<file path="src/rtl/core/lfl_pkg.sv">
// Shared types and constants for the linked free-list slot pool.
`timescale 1ns / 1ps
`default_nettype none

package lfl_pkg;

  localparam int unsigned DEF_SLOT_COUNT = 32;
  localparam int unsigned NUM_W          = 5;
  localparam int unsigned VALUE_W        = 32;
  localparam int unsigned QUEUE_DEPTH    = 2;

  localparam logic CMD_ALLOC   = 1'b0;
  localparam logic CMD_RELEASE = 1'b1;

  typedef enum logic [1:0] {
    ST_OK         = 2'd0,
    ST_NO_FREE    = 2'd1,
    ST_BAD_VALUE  = 2'd2,
    ST_NOT_ACTIVE = 2'd3
  } lfl_status_e;

  typedef enum logic [1:0] {
    OP_ALLOC     = 2'd0,
    OP_ALLOC_BAD = 2'd1,
    OP_RELEASE   = 2'd2
  } lfl_op_e;

  typedef struct packed {
    logic               command;
    logic [NUM_W-1:0]   slot_number;
    logic [VALUE_W-1:0] value;
    logic               value_ok;
  } lfl_in_t;

  typedef struct packed {
    lfl_status_e      status;
    logic [NUM_W-1:0] granted_number;
  } lfl_out_t;

  typedef struct packed {
    lfl_op_e            op;
    logic [NUM_W-1:0]   target;
    logic [VALUE_W-1:0] value;
  } lfl_op_t;

endpackage

`default_nettype wire

</file>
<file path="src/rtl/core/lfl_ram.sv">
// Generic single-write, single-read RAM with registered read data.
`timescale 1ns / 1ps
`default_nettype none

module lfl_ram
  import lfl_pkg::*;
#(
  parameter int unsigned WIDTH = VALUE_W,
  parameter int unsigned DEPTH = DEF_SLOT_COUNT,
  localparam int unsigned AW   = $clog2(DEPTH)
) (
  input  wire logic             clk_i,
  input  wire logic             we_i,
  input  wire logic [AW-1:0]    waddr_i,
  input  wire logic [WIDTH-1:0] wdata_i,
  input  wire logic             re_i,
  input  wire logic [AW-1:0]    raddr_i,
  output logic      [WIDTH-1:0] rdata_o
);

  logic [WIDTH-1:0] mem_q [DEPTH];
  logic [WIDTH-1:0] rdata_q;

  always_ff @(posedge clk_i) begin
    if (we_i) begin
      mem_q[waddr_i] <= wdata_i;
    end
    if (re_i) begin
      rdata_q <= mem_q[raddr_i];
    end
  end

  assign rdata_o = rdata_q;

endmodule

`default_nettype wire

</file>
<file path="src/rtl/core/lfl_front.sv">
// Front end: accept commands, classify them and queue them for the back end.
`timescale 1ns / 1ps
`default_nettype none

module lfl_front
  import lfl_pkg::*;
(
  input  wire logic    clk_i,
  input  wire logic    rst_ni,
  input  wire logic    in_valid_i,
  output logic         in_stall_o,
  input  wire lfl_in_t in_data_i,
  output logic         op_valid_o,
  input  wire logic    op_pop_i,
  output lfl_op_t      op_o
);

  localparam int unsigned QPTR_W = (QUEUE_DEPTH > 1) ? $clog2(QUEUE_DEPTH) : 1;
  localparam int unsigned QCNT_W = $clog2(QUEUE_DEPTH + 1);

  lfl_op_t             entry_q [QUEUE_DEPTH];
  logic [QPTR_W-1:0]   wr_ptr_q, wr_ptr_d;
  logic [QPTR_W-1:0]   rd_ptr_q, rd_ptr_d;
  logic [QCNT_W-1:0]   count_q, count_d;
  lfl_op_t             classified;
  logic                push, pop;

  // Classify: the free-slot check needs pool state, so a bad value is only tagged here.
  always_comb begin
    classified.target = in_data_i.slot_number;
    classified.value  = in_data_i.value;
    if (in_data_i.command == CMD_RELEASE) begin
      classified.op = OP_RELEASE;
    end else if (in_data_i.value_ok) begin
      classified.op = OP_ALLOC;
    end else begin
      classified.op = OP_ALLOC_BAD;
    end
  end

  assign in_stall_o = (count_q == QCNT_W'(QUEUE_DEPTH));
  assign op_valid_o = (count_q != '0);
  assign op_o       = entry_q[rd_ptr_q];
  assign push       = in_valid_i && !in_stall_o;
  assign pop        = op_pop_i && op_valid_o;

  always_comb begin
    wr_ptr_d = wr_ptr_q;
    rd_ptr_d = rd_ptr_q;
    count_d  = count_q;
    if (push) begin
      wr_ptr_d = (wr_ptr_q == QPTR_W'(QUEUE_DEPTH - 1)) ? '0 : wr_ptr_q + QPTR_W'(1);
    end
    if (pop) begin
      rd_ptr_d = (rd_ptr_q == QPTR_W'(QUEUE_DEPTH - 1)) ? '0 : rd_ptr_q + QPTR_W'(1);
    end
    if (push && !pop) begin
      count_d = count_q + QCNT_W'(1);
    end else if (pop && !push) begin
      count_d = count_q - QCNT_W'(1);
    end
  end

  always_ff @(posedge clk_i or negedge rst_ni) begin
    if (!rst_ni) begin
      wr_ptr_q <= '0;
      rd_ptr_q <= '0;
      count_q  <= '0;
    end else begin
      wr_ptr_q <= wr_ptr_d;
      rd_ptr_q <= rd_ptr_d;
      count_q  <= count_d;
    end
  end

  always_ff @(posedge clk_i) begin
    if (push) begin
      entry_q[wr_ptr_q] <= classified;
    end
  end

endmodule

`default_nettype wire

</file>
<file path="src/rtl/core/lfl_back.sv">
// Back end: list sequencer over the link and value stores, plus result register.
`timescale 1ns / 1ps
`default_nettype none

module lfl_back
  import lfl_pkg::*;
#(
  parameter int unsigned SLOT_COUNT = DEF_SLOT_COUNT
) (
  input  wire logic    clk_i,
  input  wire logic    rst_ni,
  input  wire logic    op_valid_i,
  output logic         op_pop_o,
  input  wire lfl_op_t op_i,
  output logic         out_valid_o,
  input  wire logic    out_stall_i,
  output lfl_out_t     out_data_o
);

  localparam int unsigned IDX_W = $clog2(SLOT_COUNT);
  localparam int unsigned PTR_W = $clog2(SLOT_COUNT + 1);
  localparam int unsigned CMP_W = (PTR_W > NUM_W) ? PTR_W : NUM_W;
  localparam logic [PTR_W-1:0] END_PTR = PTR_W'(SLOT_COUNT);

  typedef enum logic [3:0] {
    S_IDLE  = 4'b0001,
    S_ALLOC = 4'b0010,
    S_WALK  = 4'b0100,
    S_PUSH  = 4'b1000
  } lfl_state_e;

  lfl_state_e        state_q, state_d;
  logic [PTR_W-1:0]  free_head_q, free_head_d;
  logic [PTR_W-1:0]  active_head_q, active_head_d;
  logic [PTR_W-1:0]  cur_q, cur_d;
  logic [PTR_W-1:0]  prev_q, prev_d;
  logic [PTR_W-1:0]  steps_q, steps_d;
  logic [NUM_W-1:0]  target_q, target_d;
  logic [SLOT_COUNT-1:0] lvalid_q;
  logic              rd_valid_q;
  logic [IDX_W-1:0]  rd_addr_q;
  logic              out_valid_q, out_valid_d;
  lfl_out_t          out_q, out_d;

  logic              link_re, link_we;
  logic [IDX_W-1:0]  link_raddr, link_waddr;
  logic [PTR_W-1:0]  link_wdata, link_ram_rdata, link_rd;
  logic              val_we;
  logic [IDX_W-1:0]  val_waddr;
  logic [VALUE_W-1:0] val_wdata;

  logic              res_free, emit;
  lfl_out_t          res;
  logic [CMP_W-1:0]  free_ext, cur_ext, target_ext;

  lfl_ram #(
    .WIDTH(PTR_W),
    .DEPTH(SLOT_COUNT)
  ) u_link_ram (
    .clk_i  (clk_i),
    .we_i   (link_we),
    .waddr_i(link_waddr),
    .wdata_i(link_wdata),
    .re_i   (link_re),
    .raddr_i(link_raddr),
    .rdata_o(link_ram_rdata)
  );

  // Value store: written on allocate, cleared on release; never read back out.
  lfl_ram #(
    .WIDTH(VALUE_W),
    .DEPTH(SLOT_COUNT)
  ) u_value_ram (
    .clk_i  (clk_i),
    .we_i   (val_we),
    .waddr_i(val_waddr),
    .wdata_i(val_wdata),
    .re_i   (1'b0),
    .raddr_i('0),
    .rdata_o()
  );

  // An entry never written still holds its reset link, the next slot up.
  assign link_rd = rd_valid_q ? link_ram_rdata : PTR_W'(rd_addr_q) + PTR_W'(1);

  assign free_ext   = CMP_W'(free_head_q);
  assign cur_ext    = CMP_W'(cur_q);
  assign target_ext = CMP_W'(target_q);
  assign res_free   = !out_valid_q || !out_stall_i;

  always_comb begin
    state_d       = state_q;
    free_head_d   = free_head_q;
    active_head_d = active_head_q;
    cur_d         = cur_q;
    prev_d        = prev_q;
    steps_d       = steps_q;
    target_d      = target_q;
    op_pop_o      = 1'b0;
    link_re       = 1'b0;
    link_raddr    = free_head_q[IDX_W-1:0];
    link_we       = 1'b0;
    link_waddr    = free_head_q[IDX_W-1:0];
    link_wdata    = active_head_q;
    val_we        = 1'b0;
    val_waddr     = free_head_q[IDX_W-1:0];
    val_wdata     = op_i.value;
    emit          = 1'b0;
    res.status         = ST_OK;
    res.granted_number = '0;

    unique case (state_q)
      S_IDLE: begin
        if (op_valid_i && res_free) begin
          op_pop_o = 1'b1;
          unique case (op_i.op)
            OP_ALLOC, OP_ALLOC_BAD: begin
              if (free_head_q >= END_PTR) begin
                emit       = 1'b1;
                res.status = ST_NO_FREE;
              end else if (op_i.op == OP_ALLOC_BAD) begin
                emit       = 1'b1;
                res.status = ST_BAD_VALUE;
              end else begin
                link_re = 1'b1;
                val_we  = 1'b1;
                state_d = S_ALLOC;
              end
            end
            OP_RELEASE: begin
              cur_d      = active_head_q;
              prev_d     = END_PTR;
              steps_d    = '0;
              target_d   = op_i.target;
              link_re    = 1'b1;
              link_raddr = active_head_q[IDX_W-1:0];
              state_d    = S_WALK;
            end
            default: begin
              emit       = 1'b1;
              res.status = ST_NOT_ACTIVE;
            end
          endcase
        end
      end
      S_ALLOC: begin
        // Pop the free head onto the active head.
        if (res_free) begin
          link_we            = 1'b1;
          free_head_d        = link_rd;
          active_head_d      = free_head_q;
          emit               = 1'b1;
          res.granted_number = free_ext[NUM_W-1:0];
          state_d            = S_IDLE;
        end
      end
      S_WALK: begin
        priority if (cur_q >= END_PTR || steps_q == END_PTR) begin
          if (res_free) begin
            emit       = 1'b1;
            res.status = ST_NOT_ACTIVE;
            state_d    = S_IDLE;
          end
        end else if (cur_ext == target_ext) begin
          // Unlink: bypass the hit in its predecessor or in the head.
          if (prev_q < END_PTR) begin
            link_we    = 1'b1;
            link_waddr = prev_q[IDX_W-1:0];
            link_wdata = link_rd;
          end else begin
            active_head_d = link_rd;
          end
          state_d = S_PUSH;
        end else begin
          prev_d     = cur_q;
          cur_d      = link_rd;
          steps_d    = steps_q + PTR_W'(1);
          link_re    = 1'b1;
          link_raddr = link_rd[IDX_W-1:0];
        end
      end
      S_PUSH: begin
        if (res_free) begin
          link_we            = 1'b1;
          link_waddr         = cur_q[IDX_W-1:0];
          link_wdata         = free_head_q;
          free_head_d        = cur_q;
          val_we             = 1'b1;
          val_waddr          = cur_q[IDX_W-1:0];
          val_wdata          = '0;
          emit               = 1'b1;
          res.granted_number = cur_ext[NUM_W-1:0];
          state_d            = S_IDLE;
        end
      end
      default: begin
        state_d = S_IDLE;
      end
    endcase
  end

  always_comb begin
    out_valid_d = out_valid_q;
    out_d       = out_q;
    if (out_valid_q && !out_stall_i) begin
      out_valid_d = 1'b0;
    end
    if (emit) begin
      out_valid_d = 1'b1;
      out_d       = res;
    end
  end

  always_ff @(posedge clk_i or negedge rst_ni) begin
    if (!rst_ni) begin
      state_q       <= S_IDLE;
      free_head_q   <= '0;
      active_head_q <= END_PTR;
      lvalid_q      <= '0;
      rd_valid_q    <= 1'b0;
      out_valid_q   <= 1'b0;
    end else begin
      state_q       <= state_d;
      free_head_q   <= free_head_d;
      active_head_q <= active_head_d;
      out_valid_q   <= out_valid_d;
      if (link_we) begin
        lvalid_q[link_waddr] <= 1'b1;
      end
      if (link_re) begin
        rd_valid_q <= lvalid_q[link_raddr];
      end
    end
  end

  always_ff @(posedge clk_i) begin
    cur_q    <= cur_d;
    prev_q   <= prev_d;
    steps_q  <= steps_d;
    target_q <= target_d;
    out_q    <= out_d;
    if (link_re) begin
      rd_addr_q <= link_raddr;
    end
  end

  assign out_valid_o = out_valid_q;
  assign out_data_o  = out_q;

  a_heads_in_range: assert property (@(posedge clk_i) disable iff (!rst_ni)
    free_head_q <= END_PTR && active_head_q <= END_PTR)
    else $error("list head beyond end marker");

  a_alloc_pushes_head: assert property (@(posedge clk_i) disable iff (!rst_ni)
    (state_q == S_ALLOC && res_free) |=> active_head_q == $past(free_head_q))
    else $error("allocated slot did not become active head");

  a_release_frees_slot: assert property (@(posedge clk_i) disable iff (!rst_ni)
    (state_q == S_PUSH && res_free) |=> free_head_q == $past(cur_q) && out_valid_q)
    else $error("released slot not pushed onto free list");

  a_walk_bounded: assert property (@(posedge clk_i) disable iff (!rst_ni)
    state_q == S_WALK |-> steps_q <= END_PTR)
    else $error("walk ran past the pool size");

  a_no_pop_when_busy: assert property (@(posedge clk_i) disable iff (!rst_ni)
    op_pop_o |-> state_q == S_IDLE && res_free)
    else $error("command taken while sequencer busy");

endmodule

`default_nettype wire

</file>
<file path="src/rtl/core/linked_free_list_slot_pool.sv">
// Top level of the linked free-list slot pool.
//
// A pool of SLOT_COUNT numbered slots sits on two LIFO linked lists, free and
// active, which share one link RAM; reset puts every slot on the free list in
// ascending order. Each input beat is one command and yields exactly one
// result beat: an allocate pops the free head, stores the value and pushes the
// slot onto the active list (status ok and the slot number, or no-free /
// bad-value with number 0); a release searches the active list from its head,
// unlinks the slot, clears its value and pushes it onto the free list (status
// ok and the number, or not-active with number 0). A two-beat command queue
// sits between the front end and the list sequencer, and the result sits in
// an output register, so new commands are taken while a result waits.
// A refused allocate is answered when the sequencer takes it; a good allocate
// passes through the allocate state, and a release through the walk state,
// which visits each active-list entry ahead of the hit (on a miss, the whole
// list), then the push state. The walk is set by the link RAM read port,
// which follows one link per cycle. Entries of the link RAM that were never
// written read as their reset link through per-entry valid bits, so no
// clearing pass runs after reset.
`timescale 1ns / 1ps
`default_nettype none

module linked_free_list_slot_pool
  import lfl_pkg::*;
#(
  parameter int unsigned SLOT_COUNT = DEF_SLOT_COUNT
) (
  input  wire logic     clk_i,
  input  wire logic     rst_ni,
  input  wire logic     in_valid_i,
  output logic          in_stall_o,
  input  wire lfl_in_t  in_data_i,
  output logic          out_valid_o,
  input  wire logic     out_stall_i,
  output lfl_out_t      out_data_o
);

  // Classified commands on their way from the front end to the sequencer.
  logic    op_valid;
  logic    op_pop;
  lfl_op_t op;

  // Accept and classify commands; hold them in the queue.
  lfl_front u_front (
    .clk_i     (clk_i),
    .rst_ni    (rst_ni),
    .in_valid_i(in_valid_i),
    .in_stall_o(in_stall_o),
    .in_data_i (in_data_i),
    .op_valid_o(op_valid),
    .op_pop_i  (op_pop),
    .op_o      (op)
  );

  // Carry out list operations and drive the result register.
  lfl_back #(
    .SLOT_COUNT(SLOT_COUNT)
  ) u_back (
    .clk_i      (clk_i),
    .rst_ni     (rst_ni),
    .op_valid_i (op_valid),
    .op_pop_o   (op_pop),
    .op_i       (op),
    .out_valid_o(out_valid_o),
    .out_stall_i(out_stall_i),
    .out_data_o (out_data_o)
  );

endmodule

`default_nettype wire
</file>
<file path="config.mk">
export PLATFORM = sky130hd
export DESIGN_NAME = linked_free_list_slot_pool
export DESIGN_NICKNAME = d
export VERILOG_FILES = /design/src/rtl/core/lfl_pkg.sv /design/src/rtl/core/lfl_ram.sv /design/src/rtl/core/lfl_front.sv /design/src/rtl/core/lfl_back.sv /design/src/rtl/core/linked_free_list_slot_pool.sv
export SDC_FILE = /design/constraint.sdc
export NUM_CORES = 1
export LEC_CHECK = 0
export BUFFER_PORTS_ARGS = -buffer_cell sky130_fd_sc_hd__buf_2
export CORE_UTILIZATION = 62
export DETAILED_ROUTE_END_ITERATION = 7
export PLACE_DENSITY_LB_ADDON = 0.12
export SYNTH_ARGS = -nofsm -noshare
export SYNTH_HDL_FRONTEND = slang
export SYNTH_SLANG_ARGS = --single-unit
</file>
<file path="constraint.sdc">
create_clock -name clk_i -period 3.7 [get_ports clk_i]
set_input_delay 0.185 -clock clk_i [delete_from_list [all_inputs] [get_ports clk_i]]
set_output_delay 0.185 -clock clk_i [all_outputs]
set_load 0.02 [all_outputs]
</file>
### After elaboration in Yosys (flattened, before gate mapping)

Memory sizes are Yosys's and may differ from the RTL's. A register that Yosys moved wholly into a read port is not among the register bits.
Cells that the tools add are included.

* logic and storage cells: 172
* bits in writable memories: 270
* input bits: 43
* memories: 2
* output and inout port bits: 9
* bits in registers: 89

Memories
* u_back.u_link_ram.mem_q: depth 32, bits a word 6, rd ports 1, clocked after Yosys merged registers in 1, wr ports 1, RTL line lfl_ram.sv:21 `logic [WIDTH-1:0] mem_q [DEPTH];`
* u_front.entry_q: depth 2, bits a word 39, rd ports 1, clocked after Yosys merged registers in 0, wr ports 1, RTL line lfl_front.sv:21 `lfl_op_t entry_q [QUEUE_DEPTH];`

* $add $sub $neg: 6
* magnitude comparators: 6
* muxes and demuxes: 92
* bitwise operators: 1
* equality and inequality tests: 21
* reduce and logical (&&, ||, !) cells: 28

Operators by type and width (number)
* 2-to-1 mux 6 bit: 22
* case mux 6 bit (2 select lines): 6
* 2-to-1 mux 5 bit: 10
* bitwise OR 32 bit: 1
* case mux 5 bit (2 select lines): 3
* 2-to-1 mux 1 bit: 26
* 2-to-1 mux 4 bit: 6
* 2-to-1 mux 2 bit: 8
* greater-or-equal comparator 6 bit, second input constant: 2
* less-than comparator 5 x 6 -> 1 bit, second input constant: 2
* case mux 4 bit (3 select lines): 1
* nonzero test 2 bit: 6
* AND reduction 5 bit: 2
* inequality test 3 bit, second input constant: 3
* inequality test 2 x 1 -> 1 bit, second input constant: 4
* inequality test 2 bit, second input constant: 4
* case mux 1 bit (2 select lines): 4
* case mux 2 bit (2 select lines): 2
* case mux 4 bit (2 select lines): 1
* logical AND 1 bit: 7
* adder 5 x 1 -> 6 bit, second input constant: 1
* adder 6 x 1 -> 6 bit, second input constant: 1
* == test 6 x 5 -> 1 bit: 1
* == test 6 bit, second input constant: 1
* other kinds (21): 30

### Longest topological paths before layout

Gate-level depths: netlist of run 1.

* depth after elaboration: 10
* gate-level depth with buffers: 14

### By module

A second synthesis of run 1 with hierarchy kept.

* cells, all modules: 875
* area, all modules: 15120.8 um2

By module, submodules not included
* lfl_ram: area each 7649.8 um2, instances 1, cells each 323
* lfl_back: area each 4440.5 um2, instances 1, cells each 411
* lfl_front: area each 3030.4 um2, instances 1, cells each 141

### Least setup slack after synthesis of run 1

Ideal clock, no wire load.

* path type: register to register
* from: register u_back.state_q[0]
* to: register u_back.u_link_ram.rdata_q[4], in the netlist u_back.u_link_ram.rdata_o[4], read port of u_back.u_link_ram.mem_q (data pin)
* stages on the path, launching flop included: 14
* required time: 3422 ps
* library setup time: 278 ps
* data arrival time: 3021 ps
* slack: 401 ps
* cell sequence: dfstp_2 > buf_2 > or4b_4 > a211oi_4 > nor2_1 > a21oi_1 > nand2_1 > buf_6 > buf_4 > mux2i_1 > mux2i_1 > mux2_2 > o32ai_1 > a221oi_1

* cells in the longest elaborated chain, start to end: 2
* elaborated cells on any way between the ends: 4
* classes of those cells: 2 x eq/ne; 2 x mux

RTL lines
* from (decl): RTL line lfl_back.sv:32 `lfl_state_e state_q, state_d;`
* from (signal assigned): RTL line lfl_back.sv:223 `state_q <= state_d;`
* == test 4 x 3 -> 1 bit / == test 4 x 1 -> 1 bit (equally long branches): RTL line lfl_back.sv:112 `unique case (state_q)`
* case mux 5 bit (2 select lines) / case mux 1 bit (2 select lines) (equally long branches): RTL line lfl_back.sv:112
* to (decl): RTL line lfl_ram.sv:22 `logic [WIDTH-1:0] rdata_q;`

Several ways; a longest one is shown, not always the timed one.
A chain may end at the register's enable or synchronous reset.

### Final worst setup path of run 1

* from: register u_back.state_q[0]
* to: register u_back.u_link_ram.rdata_q[0], in the netlist u_back.u_link_ram.rdata_o[0], read port of u_back.u_link_ram.mem_q (data pin)

The elaborated chain is that of the path after synthesis.

==> results of run 1 <==
## final timing paths
check / from / end / slack (ns) / cells past startpoint
max reg2reg: u_back.state_q[0] / u_back.u_link_ram.rdata_o[0] / 0.10 / 12
min: rst_ni / u_back.lvalid_q[9] / 0.34 / 3
max in group asynchronous: rst_ni / u_back.lvalid_q[20] / 2.78 / 3
min reg2reg: u_back.lvalid_q[24] / u_back.lvalid_q[24] / 0.46 / 1
min in group clk_i: in_data_i[36] / u_front.entry_q[1][35] / 0.36 / 2
max: u_back.state_q[0] / u_back.u_link_ram.rdata_o[0] / 0.10 / 12
## through the flow
| stage | utilization [%] | std cells |
|---|---|---|
| finish | 74.66 | 1337 |
| global route | 74.66 | 1337 |
| CTS | 74.60 | 1337 |
| detailed placement | 69.19 | 1270 |
| global placement | 69.19 | 1270 |
| floorplan | - | 924 |
## worst min-delay path, cell delays in order
cell,delay (ns)
sky130_fd_sc_hd__dlygate4sd3_1,0.53
sky130_fd_sc_hd__buf_2,0.12
sky130_fd_sc_hd__buf_4,0.54
## power by group
group	internal, mW	switching [mW]
clock	1.80	1.25
sequential	4.41	0.308
combinational	2.17	3.00
total	8.37	4.56
## what timing repair did
action / 4_1_cts / 5_1_grt
setup endpoints to repair: 0 / 2
resized for setup: 0 / 3
hold buffers: 11 / 0
endpoints found under the hold margin: 63 / 0
## cells by family after synthesis
family                     Yosys count  share of synthesized area [%]
buffers and inverters               55                          2.382
and+or+nand+nor                    254                          9.328
muxes                              147                          11.76
xor gates and xnor gates            17                          1.139
adders and majority gates            4                         0.3827
AOI/OAI and AO/OA                  146                          7.941
DFF                                301                          67.07
## cells in the final DEF, fill, tap and decap left out, types with 4 or more instances in the layout
cell	count
sky130_fd_sc_hd__a211oi_1	25
sky130_fd_sc_hd__a21o_1	5
sky130_fd_sc_hd__a21oi_1	41
sky130_fd_sc_hd__a221o_1	5
sky130_fd_sc_hd__a221oi_1	9
sky130_fd_sc_hd__a22oi_1	9
sky130_fd_sc_hd__and2_1	11
sky130_fd_sc_hd__buf_12	9
sky130_fd_sc_hd__buf_2	19
sky130_fd_sc_hd__buf_4	92
sky130_fd_sc_hd__bufinv_16	4
sky130_fd_sc_hd__clkbuf_1	8
sky130_fd_sc_hd__clkbuf_16	30
sky130_fd_sc_hd__clkinv_2	7
sky130_fd_sc_hd__dfrtp_1	52
sky130_fd_sc_hd__dlygate4sd3_1	11
sky130_fd_sc_hd__edfxtp_1	247
sky130_fd_sc_hd__ha_1	4
sky130_fd_sc_hd__inv_1	10
sky130_fd_sc_hd__mux2_2	53
sky130_fd_sc_hd__mux2i_1	94
sky130_fd_sc_hd__nand2_1	52
sky130_fd_sc_hd__nand2b_1	5
sky130_fd_sc_hd__nand3_1	8
sky130_fd_sc_hd__nand4_1	5
sky130_fd_sc_hd__nor2_1	113
sky130_fd_sc_hd__o21ai_0	20
sky130_fd_sc_hd__o32ai_1	6
sky130_fd_sc_hd__or2_2	30
sky130_fd_sc_hd__xnor2_1	12
sky130_fd_sc_hd__xor2_1	5
## flip-flops by register name, summed over array words and instances (netlist names), 2 cells and up
| register | flops |
|---|---|
| u_back.u_link_ram.mem_q | 192 |
| u_back.lvalid_q | 32 |
| u_front.entry_q | 14 |
| u_back.out_data_o | 7 |
| u_back.active_head_q | 6 |
| u_back.cur_ext | 6 |
| u_back.free_ext | 6 |
| u_back.prev_q | 6 |
| u_back.steps_q | 6 |
| u_back.u_link_ram.rdata_o | 6 |
| u_back.rd_addr_q | 5 |
| u_back.target_q | 5 |
| u_back.state_q | 4 |
| u_front.count_q | 2 |
## final cells by class
class,instances,area share (%)
Sequential cell,301,57.50
Tap cell,270,2.215
Clock buffer,39,5.209
Inverter,10,0.2461
Timing Repair Buffer,132,7.128
Clock inverter,17,1.321
Multi-Input combinational cell,568,26.38
## routing by layer
layer	track usage, %	share of wire (%)
met4	10.93	3.6
met5	0	0
met3	3.944	7.3
met1	40.05	41
met2	46.58	48
==> flow_summary_export.csv, run 1 <==
group,metric,value,unit
clock_tree,clock_tree_from_tritoncts,"done",
power_and_ir_drop,fin_total_pwr,12.93,mW
sta,fin_tns_setup,0,ns
die,fp.dieW,147.2,µm
die,floorplan.die_area,0.02168,mm²
synthesis,ys_seq_area_share,67.07,%
synthesis,postSynthAreaPerCell,14.15,µm²
outcome,run_status,"completed",
clock_tree,cts_buffers,30,
drt,drc,0,
drt,drt-vias-per-instance,6.146,
synthesis,synth_top_flop_cell,"sky130_fd_sc_hd__edfxtp_1",
sta,min_period,3.595,ns
setup_path,worstPathArrival,3.87,ns
global_route,pin_count_of_the_biggest_net_entering_global_routing,47,
setup_path,timing.critical_path.slowest_stage_cell,"sky130_fd_sc_hd__dfstp_2",
place,gp_congestion,0.9101,
drt,wl_per_cell,22.34,µm
setup_path,timing.critical_path.max_delay_family,"compound AO/OA/AOI/OAI gates",
sta,worst_hold_slack,0.3393,ns
synthesis,synth_enable_flop_cells,247,
power_and_ir_drop,pwr_density_cell,847.8,mW/mm²
setup_path,cp.required,3.98,ns
synthesis,cells_taking_the_most_area_after_synthesis,"sky130_fd_sc_hd__edfxtp_1, sky130_fd_sc_hd__dfrtp_1, sky130_fd_sc_hd__mux2i_1",
die,core,0.02043,mm²
layout,antenna_cells,0,
synthesis,netlist_instances,924,
sta,slew-limit-headroom,39.17,%
drt,routed_wirelength,29.86,mm
drt,first_iter_violations,759,
synthesis,yosysMostFrequentCell,"sky130_fd_sc_hd__edfxtp_1",
layout,nFillCells,1293,
sta,fmax,278.1,MHz
die,initial_utilization,64.01,%
synthesis,synth.distinct_cells,63,
place,dpl-instance-area,0.01413,mm²
layout,fin_area,0.01525,mm²
sta,tightest_slew,0.9082,ns
sta,setup_repair_after_global_routing_missed_its_margin,"false",
sta,final.setup_skew,0.01717,ns
layout,drive_gt1_share,25.21,%
setup_path,kind_of_capture_point_of_the_worst_setup_path,"flip-flop",
clock_tree,clk_transition_reported_paths,0.06,ns
place,detailedPlace.worstSlack,0.1849,ns
die,die_height,147.2,µm
clock_tree,cts.root.buffer_cell,"sky130_fd_sc_hd__clkbuf_16",
synthesis,synth_top_cell_area_share,56.72,%
setup_path,worst-path-buf-inv,3,
setup_path,cp-start-kind,"flip-flop",
layout,flow.area_growth_from_synthesis,16.64,%
drt,vias,8217,
layout,final_nets,1090,
global_route,gr-usage-all-layers,28.78,%
clock_tree,max-clock-path-buffers,3,
place,place.port_buffers,19,
synthesis,postSynth.asyncResetShare,17.94,%
setup_path,cp_max_fo,21,
power_and_ir_drop,cellLeakagePower,5.805,nW
global_route,grt_antenna_before_repair,0,
sta,layout_worst_path_cycle_share,97.17,%
setup_path,timing_worst_setup_path_type,"flip-flop to flip-flop",
drt,drt_first_pass_iters,6,
sta,finalMaxSlewViolations,0,
setup_path,cp_slowest_stage_delay,0.61,ns
sta,postLayoutSetupSlackWorst,0.1046,ns
synthesis,syn-cell-area,0.01308,mm²
clock_tree,cts_post_setup_buffers_inserted,0,
die,placement_rows,52,
synthesis,synth_seq_cells,301,
synthesis,synth_nets,971,
die,design.portCount,52,
power_and_ir_drop,maximum_resistive_drop_on_vdd,0.0004736,V
clock_tree,clock_sink_count,301,
synthesis,synth_area_leader_cell,"sky130_fd_sc_hd__edfxtp_1",
global_route,grt-ovfl-total,0,
global_route,via_count_of_the_first_global_routing_pass,8386,
synthesis,synthesis.yosys.warnings,0,
global_route,wire_length_of_the_first_global_routing_pass,47.04,mm
worst_hold_path,min-delay-path-class,"input port to asynchronous set/reset pin",
place,dp_hpwl,19.37,mm
drt,route.antenna.remaining_nets,0,
synthesis,most_numerous_cell_types_in_the_synthesized_netlist,"sky130_fd_sc_hd__edfxtp_1, sky130_fd_sc_hd__nor2_1, sky130_fd_sc_hd__mux2i_1, sky130_fd_sc_hd__mux2_2, sky130_fd_sc_hd__nand2_1",
layout,seqCellArea,0.008771,mm²
sta,final_hold_viol_count,0,
sta,setup_viol_count_final,0,
clock_tree,htree_num_levels,1,
run,max_capacitance_violation_count,0,
setup_path,crit_path_cell_trace,"or4b_4, a211oi_4, buf_4, nor2_1, a21oi_1, o21ai_4, buf_12, buf_4, nor2_1, a211oi_1, o32ai_1, a221oi_1",
layout,multi_input_comb_area,0.004024,mm²
clock_tree,clkLatencyLatePin,0.56,ns
Power figures use the tool's default switching activity.
==> run 2: changes to the inputs <==
CORE_ASPECT_RATIO = 1.2   (was not set)
==> flow_summary_export.csv, run 2 (same netlist as run 1, synthesis figures left out) <==
group,metric,value,unit
drt,drt_first_pass_iters,5,
setup_path,cp-start-kind,"flip-flop",
clock_tree,clock_sink_count,301,
global_route,pin_count_of_the_biggest_net_entering_global_routing,59,
layout,reg_top3,"u_back.u_link_ram.mem_q (192), u_back.lvalid_q (32), u_front.entry_q (14)",
setup_path,cp_max_fo,31,
sta,fmax,279.5,MHz
power_and_ir_drop,cellLeakagePower,5.540,nW
sta,setup_repair_after_global_routing_missed_its_margin,"true",
sta,layout_worst_path_cycle_share,96.71,%
power_and_ir_drop,clockPowerShare,24.0,%
outcome,run_status,"completed",
place,dp_hpwl,18.30,mm
die,initial_utilization,63.89,%
clock_tree,clk_transition_reported_paths,0.07,ns
global_route,wire_length_of_the_first_global_routing_pass,43.77,mm
layout,largest_reg_flops,192,
layout,antenna_cells,0,
clock_tree,cts.root.buffer_cell,"sky130_fd_sc_hd__clkbuf_16",
drt,vias,7872,
clock_tree,htree_num_levels,1,
layout,nFillCells,1343,
clock_tree,clkLatencyLatePin,0.54,ns
sta,final.setup_skew,0.01357,ns
die,core,0.02047,mm²
die,floorplan.die_area,0.02168,mm²
drt,wl_per_cell,21.84,µm
drt,routed_wirelength,28.06,mm
setup_path,kind_of_capture_point_of_the_worst_setup_path,"flip-flop",
sta,slew-limit-headroom,46.50,%
power_and_ir_drop,pwr_density_cell,829.7,mW/mm²
layout,layout.core_utilization,72.51,%
power_and_ir_drop,switching_share,34.93,%
layout,instances_no_fill,1285,
power_and_ir_drop,maximum_resistive_drop_on_vdd,0.0006049,V
power_and_ir_drop,power_report.internal_total,8.013,mW
drt,drc,0,
sta,tightest_slew,0.8025,ns
setup_path,reg2reg_setup_slack,0.12,ns
clock_tree,clock_tree_from_tritoncts,"done",
die,die_height,161.1,µm
power_and_ir_drop,combPwrFrac,37.6,%
die,placement_rows,57,
die,design.portCount,52,
clock_tree,cts_buffers,28,
layout,registers.top_by_ff_count,"u_back.u_link_ram.mem_q",
sta,setup_viol_count_final,0,
run,max_capacitance_violation_count,0,
global_route,gr-usage-all-layers,26.83,%
drt,route.antenna.remaining_nets,0,
global_route,via_count_of_the_first_global_routing_pass,8118,
sta,final_hold_viol_count,0,
layout,final_nets,1045,
sta,finalMaxSlewViolations,0,
setup_path,timing_worst_setup_path_type,"flip-flop to flip-flop",
layout,commonest_non_fill_non_tap_cell_in_the_layout,"sky130_fd_sc_hd__edfxtp_1",
die,fp.dieW,134.6,µm
setup_path,reg2reg_depth,11,
sta,worst_hold_slack,0.2626,ns
place,place.port_buffers,19,
place,gp_congestion,0.9512,
setup_path,worstPathArrival,3.92,ns
global_route,grt_antenna_before_repair,0,
place,dp.cells,1222,
layout,mostFrequentLayoutCells,"sky130_fd_sc_hd__edfxtp_1, sky130_fd_sc_hd__nor2_1, sky130_fd_sc_hd__mux2i_1",
setup_path,cp.required,4.04,ns
clock_tree,max-clock-path-buffers,3,
power_and_ir_drop,switchingPower,4.301,mW
drt,drt-vias-per-instance,6.126,
power_and_ir_drop,power.sequential.fraction,38.4,%
worst_hold_path,min-delay-path-class,"input port to asynchronous set/reset pin",
global_route,grt-ovfl-total,0,
sta,fin_tns_setup,0,ns
drt,first_iter_violations,562,
layout,drive_gt1_share,22.06,%
layout,flow.area_growth_from_synthesis,13.49,%
sta,min_period,3.578,ns
-- run 2: changes by cell type in the layout (fill, tap and decap cells not counted), moves of 2 or more --
cell / delta
sky130_fd_sc_hd__buf_12: -4
sky130_fd_sc_hd__buf_4: -37
sky130_fd_sc_hd__clkinv_2: -4
sky130_fd_sc_hd__clkinvlp_4: +2
sky130_fd_sc_hd__o32ai_1: -2
sky130_fd_sc_hd__o32ai_2: +2
-- run 2: power groups by stage --
stage                     registers, mW  logic [mW]  clock network [mW]
final                              4.73        4.63                2.96
after global routing               4.76        4.99                3.13
after CTS                          4.72        4.57                3.00
after detailed placement           4.78        4.53                   0
after global placement             4.75        4.42                   0
after floorplan                    4.70        3.29                   0
-- run 2: timing repair --
item | 4_1_cts | 5_1_grt
gates resized for setup | 0 | 5
setup endpoints to repair | 0 | 30
hold endpoints to repair | 45 | 0
hold buffers | 10 | 0
buffers inserted | 0 | 1
-- run 2: metrics by stage --
step                total power, mW  worst slack [ns]  area [µm²]
global placement              9.173            0.2030       13760
CTS                           12.28            0.1316       14810
floorplan                     7.988            0.4009       13080
global route                  12.88          -0.02674       14840
finish                        12.31            0.1216       14840
detailed placement            9.309            0.1420       13760
-- run 2: routing by layer --
| metal | track usage, % | share of wire [%] |
|---|---|---|
| met5 | 0 | 0 |
| met3 | 3.170 | 5.1 |
| met2 | 48.75 | 53 |
| met1 | 33.30 | 39 |
| met4 | 8.887 | 3.2 |
-- run 2: path summary, 6_finish.rpt --
| path | startpoint | to |
|---|---|---|
| worst max-delay path | u_back.state_q[0] | u_back.u_link_ram.rdata_o[4] |
| worst min-delay path | rst_ni | u_back.active_head_q[4] |
| worst max register to register | u_back.state_q[0] | u_back.u_link_ram.rdata_o[4] |
| worst min register to register | u_back.lvalid_q[14] | u_back.lvalid_q[14] |
| max in group asynchronous | rst_ni | u_back.state_q[0] |
| min in group clk_i | in_data_i[36] | u_front.entry_q[1][35] |
-- run 2: cell type report --
class | instances | area, µm² | share of cell area (%)
sequential | 301 | 8771 | 59.10
multi-input combinational | 568 | 4034 | 27.18
clock buffer | 38 | 779.5 | 5.252
timing repair buffer | 89 | 708.2 | 4.772
tap | 265 | 331.6 | 2.234
clock inverter | 14 | 176.4 | 1.189
inverter | 10 | 41.29 | 0.2782
-- run 2: critical path, stage by stage, from the launching register on --
cell and delay, ns:
sky130_fd_sc_hd__dfstp_2 0.60, sky130_fd_sc_hd__or4b_4 0.50, sky130_fd_sc_hd__a211oi_4 0.36, sky130_fd_sc_hd__nor2_1 0.09, sky130_fd_sc_hd__a21oi_1 0.30, sky130_fd_sc_hd__nand2_4 0.14
sky130_fd_sc_hd__buf_12 0.21, sky130_fd_sc_hd__buf_4 0.21, sky130_fd_sc_hd__mux2i_1 0.13, sky130_fd_sc_hd__a211oi_1 0.39, sky130_fd_sc_hd__o32ai_2 0.18, sky130_fd_sc_hd__a221oi_1 0.27
==> run 3: changes to the inputs <==
REMOVE_ABC_BUFFERS = 1   (was not set)
==> flow_summary_export.csv, run 3 (same netlist as run 1, synthesis figures left out) <==
group,metric,value,unit
setup_path,crit_path_cell_trace,"or4b_4, a211oi_4, buf_4, nor2_1, a21oi_1, o21ai_4, buf_12, mux2i_1, mux2_2, o32ai_1, a221oi_1",
drt,drt_first_pass_iters,5,
setup_path,crit-reg2reg-capture,"u_back.u_link_ram.rdata_o[2]",
drt,drc,0,
drt,drt-vias-per-instance,6.056,
sta,setup_viol_count_final,0,
clock_tree,clkLatencyLatePin,0.54,ns
setup_path,kind_of_capture_point_of_the_worst_setup_path,"flip-flop",
layout,layout.core_utilization,72.87,%
place,gp_congestion,0.9776,
sta,final.setup_skew,0.01029,ns
setup_path,reg2reg_depth,11,
layout,instances_no_fill,1302,
setup_path,cp-startpoint,"u_back.state_q[0]",
power_and_ir_drop,cellLeakagePower,5.614,nW
power_and_ir_drop,pwr_density_cell,820.0,mW/mm²
sta,worst_hold_slack,0.3446,ns
drt,first_iter_violations,552,
global_route,pin_count_of_the_biggest_net_entering_global_routing,55,
layout,reg_top3,"u_back.u_link_ram.mem_q (192), u_back.lvalid_q (32), u_front.entry_q (14)",
sta,setup_repair_after_global_routing_missed_its_margin,"false",
sta,fmax,287.4,MHz
drt,vias,7885,
place,dpl-instance-area,0.01388,mm²
layout,fin_area,0.01491,mm²
layout,antenna_cells,0,
setup_path,timing_worst_setup_path_type,"flip-flop to flip-flop",
setup_path,cp_slowest_stage_delay,0.61,ns
worst_hold_path,min-delay-path-class,"input port to asynchronous set/reset pin",
place,dp_hpwl,18.99,mm
sta,postLayoutSetupSlackWorst,0.2201,ns
setup_path,cp.depth,11,
sta,fin_tns_setup,0,ns
layout,largest_reg_flops,192,
layout,mostFrequentLayoutCells,"sky130_fd_sc_hd__edfxtp_1, sky130_fd_sc_hd__nor2_1, sky130_fd_sc_hd__mux2i_1",
drt,wl_per_cell,22.08,µm
setup_path,cp.required,3.97,ns
die,core,0.02047,mm²
die,fp.dieW,134.6,µm
clock_tree,clk_transition_reported_paths,0.07,ns
clock_tree,clock_tree_from_tritoncts,"done",
global_route,via_count_of_the_first_global_routing_pass,8433,
clock_tree,clock_sink_count,301,
sta,final_hold_viol_count,0,
layout,registers.top_by_ff_count,"u_back.u_link_ram.mem_q",
die,placement_rows,57,
layout,final_nets,1061,
setup_path,critical_path.endpoint,"u_back.u_link_ram.rdata_o[2]",
setup_path,timing.critical_path.slowest_stage_cell,"sky130_fd_sc_hd__dfstp_2",
sta,finalMaxSlewViolations,0,
setup_path,cp_max_fo,21,
place,place.port_buffers,19,
layout,flow.area_growth_from_synthesis,14.05,%
setup_path,worst_r2r_startpoint,"u_back.state_q[0]",
die,design.portCount,52,
place,dp.cells,1238,
run,max_capacitance_violation_count,0,
layout,nFillCells,1294,
sta,layout_worst_path_cycle_share,94.05,%
place,detailedPlace.worstSlack,0.1750,ns
clock_tree,htree_num_levels,1,
global_route,gr-usage-all-layers,27.73,%
global_route,grt_antenna_before_repair,0,
sta,tightest_slew,0.9050,ns
sta,min_period,3.480,ns
clock_tree,cts_buffers,29,
drt,routed_wirelength,28.75,mm
clock_tree,cts.root.buffer_cell,"sky130_fd_sc_hd__clkbuf_16",
power_and_ir_drop,fin_total_pwr,12.23,mW
clock_tree,max-clock-path-buffers,3,
setup_path,worstPathArrival,3.75,ns
die,die_height,161.1,µm
global_route,grt-ovfl-total,0,
die,floorplan.die_area,0.02168,mm²
global_route,wire_length_of_the_first_global_routing_pass,45.28,mm
die,initial_utilization,63.89,%
drt,route.antenna.remaining_nets,0,
layout,commonest_non_fill_non_tap_cell_in_the_layout,"sky130_fd_sc_hd__edfxtp_1",
setup_path,timing.critical_path.max_delay_family,"compound AO/OA/AOI/OAI gates",
outcome,run_status,"completed",
setup_path,reg2reg_setup_slack,0.22,ns
setup_path,worst-path-buf-inv,2,
layout,drive_gt1_share,23.63,%
sta,slew-limit-headroom,39.67,%
power_and_ir_drop,maximum_resistive_drop_on_vdd,0.0005918,V
setup_path,cp-start-kind,"flip-flop",
run 3: cell types whose count changed in the layout (fill, tap and decap cells not counted), moves of 2 or more:
cell	delta
sky130_fd_sc_hd__buf_4	+15
sky130_fd_sc_hd__clkbuf_8	+6
sky130_fd_sc_hd__bufinv_16	-4
sky130_fd_sc_hd__clkbuf_1	-3
sky130_fd_sc_hd__nor2_1	-3
sky130_fd_sc_hd__nor2_2	+3
sky130_fd_sc_hd__clkinv_2	+2
sky130_fd_sc_hd__clkinvlp_4	-2
sky130_fd_sc_hd__inv_6	+2
sky130_fd_sc_hd__o32ai_1	+2
sky130_fd_sc_hd__o32ai_2	-2
run 3: worst min path at each step:
stage                     cells after the start  slack (ns)           from                       to
final                                         2        0.34         rst_ni      u_back.lvalid_q[11]
after global routing                          2        0.35  in_data_i[34]   u_front.entry_q[0][33]
after CTS                                     2        0.32         rst_ni  u_back.active_head_q[4]
after detailed placement                      1        0.35         rst_ni       u_back.free_ext[0]
after global placement                        1        0.32         rst_ni       u_back.free_ext[0]
after floorplan                               0       -0.11         rst_ni  u_back.active_head_q[0]
run 3: routing by layer:
layer,GRT usage (%),vias up,wire length (µm)
li1,-,3646,-
met1,34.37,3915,11320
met2,48.92,248,14750
met5,0,-,0
met4,12.16,0,1281
met3,3.453,76,1400
run 3: what timing repair did:
item,in CTS,in global routing
setup endpoints to repair,0,26
hold buffers,10,0
resized for setup,0,5
hold endpoints to repair,47,0
setup buffers,0,0
run 3: power breakdown:
part	internal, mW	leakage [nW]	total [mW]	switching (mW)
Sequential	4.41	2.98	4.74	0.326
Combinational	1.87	2.18	4.66	2.79
Clock	1.60	0.461	2.83	1.23
run 3: worst reg2reg max path: cells and delay by family, from the launching register on:
family	cells	cell delay, ns
compound gates	5	1.13
buf+inv	2	0.48
simple gates	2	0.56
mux	2	0.43
flops	1	0.61
run 3: final cells by class:
| class | count | area, µm² | share of cell area (%) |
|---|---|---|---|
| sequential | 301 | 8771 | 58.81 |
| multi-input combinational | 568 | 4026 | 27.00 |
| clock inverter | 13 | 76.32 | 0.5117 |
| timing repair buffer | 104 | 820.8 | 5.503 |
| inverter | 10 | 37.54 | 0.2517 |
| clock buffer | 41 | 850.8 | 5.705 |
| tap | 265 | 331.6 | 2.223 |
